--- src/rtl/core/rcs_div.sv ---
// ----------------------------------------------------------------------------
// rcs_div: pipelined unsigned restoring divider.
// One quotient bit per stage, a side tag travels along.
// ----------------------------------------------------------------------------
module rcs_div #(
	parameter int NUM_W = 29,
	parameter int DEN_W = 13,
	parameter int TAG_W = 48
) (
	input  logic             clk,
	input  logic             arst_n,
	input  logic             in_valid,
	input  logic [NUM_W-1:0] num,
	input  logic [DEN_W-1:0] den,
	input  logic [TAG_W-1:0] in_tag,
	output logic             out_valid,
	output logic [NUM_W-1:0] quo,
	output logic [TAG_W-1:0] out_tag
);

	logic             vld_s [1:NUM_W];
	logic [NUM_W-1:0] nq_s  [1:NUM_W];
	logic [DEN_W-1:0] rem_s [1:NUM_W];
	logic [DEN_W-1:0] den_s [1:NUM_W];
	logic [TAG_W-1:0] tag_s [1:NUM_W];

	for (genvar k = 0; k < NUM_W; k++) begin : g_stage
		logic             cur_vld;
		logic [NUM_W-1:0] cur_nq;
		logic [DEN_W-1:0] cur_rem;
		logic [DEN_W-1:0] cur_den;
		logic [TAG_W-1:0] cur_tag;
		logic [DEN_W:0]   trial;
		logic             ge;

		if (k == 0) begin : g_first
			assign cur_vld = in_valid;
			assign cur_nq  = num;
			assign cur_rem = '0;
			assign cur_den = den;
			assign cur_tag = in_tag;
		end else begin : g_next
			assign cur_vld = vld_s[k];
			assign cur_nq  = nq_s[k];
			assign cur_rem = rem_s[k];
			assign cur_den = den_s[k];
			assign cur_tag = tag_s[k];
		end

		assign trial = {cur_rem, cur_nq[NUM_W-1]};
		assign ge    = trial >= {1'b0, cur_den};

		always_ff @(posedge clk or negedge arst_n) begin
			if (!arst_n) begin
				vld_s[k+1] <= 1'b0;
			end else begin
				vld_s[k+1] <= cur_vld;
			end
		end

		always_ff @(posedge clk) begin
			nq_s[k+1]  <= {cur_nq[NUM_W-2:0], ge};
			rem_s[k+1] <= ge ? DEN_W'(trial - {1'b0, cur_den}) : trial[DEN_W-1:0];
			den_s[k+1] <= cur_den;
			tag_s[k+1] <= cur_tag;
		end
	end

	assign out_valid = vld_s[NUM_W];
	assign quo       = nq_s[NUM_W];
	assign out_tag   = tag_s[NUM_W];

endmodule

--- config.mk ---
export PLATFORM = sky130hd
export DESIGN_NAME = rcs_div
export DESIGN_NICKNAME = d
export VERILOG_FILES = /design/src/rtl/core/rcs_div.sv
export SDC_FILE = /design/constraint.sdc
export NUM_CORES = 2
export LEC_CHECK = 0
export ABC_AREA = 0
export BUFFER_PORTS_ARGS = -buffer_cell sky130_fd_sc_hd__buf_2
export CELL_PAD_IN_SITES_DETAIL_PLACEMENT = 0
export CELL_PAD_IN_SITES_GLOBAL_PLACEMENT = 2
export CORE_UTILIZATION = 30
export DETAILED_ROUTE_END_ITERATION = 6
export GPL_TIMING_DRIVEN = 0
export PLACE_DENSITY = 0.56
export SETUP_SLACK_MARGIN = 0.02
export SLEW_MARGIN = 20
export SYNTH_ARGS = -nofsm -noshare
export SYNTH_HDL_FRONTEND = slang
export SYNTH_SLANG_ARGS = --single-unit
--- constraint.sdc ---
create_clock -name clk -period 7.95 [get_ports clk]
set_input_delay 1.1925 -clock clk [delete_from_list [all_inputs] [get_ports clk]]
set_output_delay 1.1925 -clock clk [all_outputs]
set_load 0.02 [all_outputs]
==> impl_metrics.csv <==
group,metric,value,unit
floorplanning,ios,171,
timing,rsz0062_at_grt,"no",
global_routing,met2_usage,0.157,
timing,final_max_slew_viol_count,0,
routing,dr.first_iter.drc_count,1601,
yosys,ys_seq_area_frac,0.742,
global_routing,grt_pass1_vias,41600,
power_and_ir_drop,p_leak,0.0426,µW
floorplanning,initial_core_util,0.302,
layout,fillers,25800,
hold_path,worstHoldPathType,"flip-flop to flip-flop",
yosys,yosys.area_share.simple,0.0491,
yosys,yosys-top-cells-count,"dfxtp_1, inv_1, ha_1",
yosys,post-synth-top-count-cell,"dfxtp_1",
global_routing,grtUsageMet1,0.127,
clock_tree,clk_pin_slew,0.06,ns
critical_path,reg2reg_slack,4.50,ns
layout,register_area,0.0600,mm²
yosys,synth_mux_area_frac,0.0250,
clock_tree,clock_tree.buffer_depth,4,
timing,slew_headroom,0.509,
critical_path,crit_type,"flip-flop to flip-flop",
global_routing,track_usage,0.0983,
yosys,synthFlopType,"dfxtp_1",
layout,drive_gt1_frac,0.135,
timing,fmax,0.290,GHz
power_and_ir_drop,p_per_area,410,mW/mm²
routing,wl_per_cell,12.8,µm
critical_path,critical_path_arrival,4.18,ns
clock_tree,h-tree-depth,5,
yosys,synthCells,6068,
routing,routed_via_density,3.93,
clock_tree,cts_tree,"done",
yosys,synth_edf_count,0,
global_routing,grt-busiest-layer,"met2",
timing,finClkSkew,0.0571,ns
yosys,ys_types,71,
routing,routed-via-count,40800,
clock_tree,clock-sinks,2990,
placed_design,pre_cts_slack,4.47,ns
global_routing,antenna_found_initial,8,
critical_path,r2r_cells,12,
power_and_ir_drop,ir_drop,0.000181,V
placed_design,gp_routability_congestion,0.812,
yosys,netlist_top_cells_area,"dfxtp_1, ha_1, inv_1, mux2_2, a21oi_1",
yosys,ys_seq_elements,2990,
yosys,synth_xor_xnor_area_share,0.0273,
floorplanning,fp.dieArea,0.272,mm²
placed_design,io_buffers,170,
global_routing,grt_max_degree,30,
global_routing,grt_pass1_wl,216000,µm
outcome,status,"completed",
yosys,synth-async-reset-ratio,0.00970,
floorplanning,num_rows,190,
clock_tree,clockRootBuffer,"clkbuf_16",
clock_tree,post-cts-setup-buffers,0,
yosys,synthAdderAreaFrac,0.0633,
layout,syn_to_final_growth,20.2,%
critical_path,worstSetupStartpointType,"flip-flop",
timing,fin_crit,3.45,ns
critical_path,r2r_start,"nq_s[0][695]",
critical_path,r2r-end,"rem_s[3][10]",
routing,dr.pass1.iters,5,
floorplanning,dieWidth,521,µm
hold_path,worstHoldStart,"tag_s[5][131]",
routing,postRouteAntennaNets,0,
global_routing,grt_overflow,0,
yosys,synth_top_family_by_area,"compound AO/OA/AOI/OAI gates",
floorplanning,die_y,521,µm
yosys,syn_area,0.0809,mm²
critical_path,required,8.69,ns
run,drv_cap,0,
clock_tree,cts_resized,0,
timing,tns,0,ns
yosys,synth.net_count,6554,
critical_path,worstSetupEndpointType,"flip-flop",
yosys,yosys_warnings,0,
yosys,synth_compound_area_frac,0.0682,
critical_path,cp_max_fo,10,
timing,finalHoldViolCount,0,
clock_tree,insertion_delay,0.89,ns
critical_path,endpoint,"rem_s[3][10]",
floorplanning,coreArea,0.268,mm²
yosys,avgSynthCellArea,13.3,µm²
global_routing,grtUsageMet3,0.0258,
layout,final_nets,7043,
routing,wl,133000,µm
yosys,yosys.area.top_type,"dfxtp_1",
timing,worst_slack,4.50,ns
timing,worstMarginPinSlew,0.736,ns
timing,setup_viol,0,
routing,drc,0,
layout,multi_input_area,0.0189,mm²
critical_path,startpoint,"nq_s[0][695]",
yosys,synth_top_area_frac,0.733,
timing,period_share,0.434,
clock_tree,cts_hold_buf,0,
placed_design,dp_hpwl,91100,µm
clock_tree,numCtsBuffers,317,
-- worst min-delay path by stage --
stage / to / slack [ns] / cells after the start
floorplan: nq_s[0][100] / 0.31 / 0
global placement: tag_s[2][46] / 0.31 / 0
detailed placement: tag_s[6][20] / 0.31 / 0
CTS: out_valid / 0.28 / 1
global route: nq_s[0][516] / 0.30 / 0
finish: tag_s[5][179] / 0.30 / 0
-- worst max-delay path: stages, from the launching register on --
cell and delay [ns]:
dfxtp_1 0.30, inv_1 0.20, ha_1 0.21, inv_1 0.06, fa_1 0.41, a21oi_1 0.26
o221ai_1 0.27, a221oi_1 0.53, nand2_1 0.15, nand3_1 0.13, nand2_1 0.21, buf_2 0.29
mux2_2 0.29
-- state kept, by name, summed over array words and instances, names as in the netlist --
name / cells
g_stage.cur_vld: 28
den_s: 364
out_valid: 1
tag_s: 1392
rem_s: 364
nq_s: 841
-- layout by cell type (no fill, tap or decap), types with 65 or more instances in the layout --
cell	Yosys	routed
a21o_1	122	122
a21oi_1	245	245
buf_2	18	188
clkbuf_1	41	90
clkbuf_16	0	319
clkbuf_8	0	65
dfxtp_1	2961	2961
ha_1	366	366
inv_1	471	471
mux2_2	144	144
nand2_1	261	261
nand2b_1	71	71
nor2_1	225	225
nor3_1	88	88
o21ai_0	237	237
xnor2_1	134	134
xor2_1	118	118
-- metrics by stage --
step                      instance area (µm²)  hold WS [ns]  power [µW]   util  std cells
after floorplan                         80900         0.310       23200      -       6068
after global placement                  86200         0.310       25200  0.322       9790
after detailed placement                86200         0.312       25200  0.322       9790
after CTS                               97200         0.279       40700  0.363      10400
after global routing                    97200         0.298       42300  0.363      10400
final                                   97200         0.296       39800  0.363      10400
-- metal layers --
| metal | wire (µm) | up-vias |
|---|---|---|
| met5 | 0 | - |
| met4 | 4320 | 0 |
| met3 | 7130 | 292 |
| met2 | 58700 | 686 |
| met1 | 63000 | 18700 |
| li1 | - | 21100 |
-- cell type report --
type / instances / share of cell area
flip-flops and latches: 2990 / 0.617
multi-input cells: 2543 / 0.194
clock buffers: 433 / 0.0932
well taps: 3552 / 0.0457
clock inverters: 141 / 0.0199
inverters: 473 / 0.0183
repair buffers: 170 / 0.00875
plain buffers: 62 / 0.00278
diodes: 3 / 0.0000772
-- cell families (layout without fill, tap and decap cells) --
logic type / after synthesis / count (layout)
muxes: 180 / 180
AOI/OAI and AO/OA: 871 / 871
other: 0 / 3
DFF: 2990 / 2990
adders and majority gates: 393 / 393
buffers and inverters: 535 / 1279
and+or+nand+nor: 847 / 847
xor gates and xnor gates: 252 / 252
-- report_power, final --
| group | switching, µW | internal, µW |
|---|---|---|
| combinational | 3950 | 3240 |
| clock | 5890 | 9130 |
| sequential | 726 | 16900 |
Power figures use the tool's default switching activity.
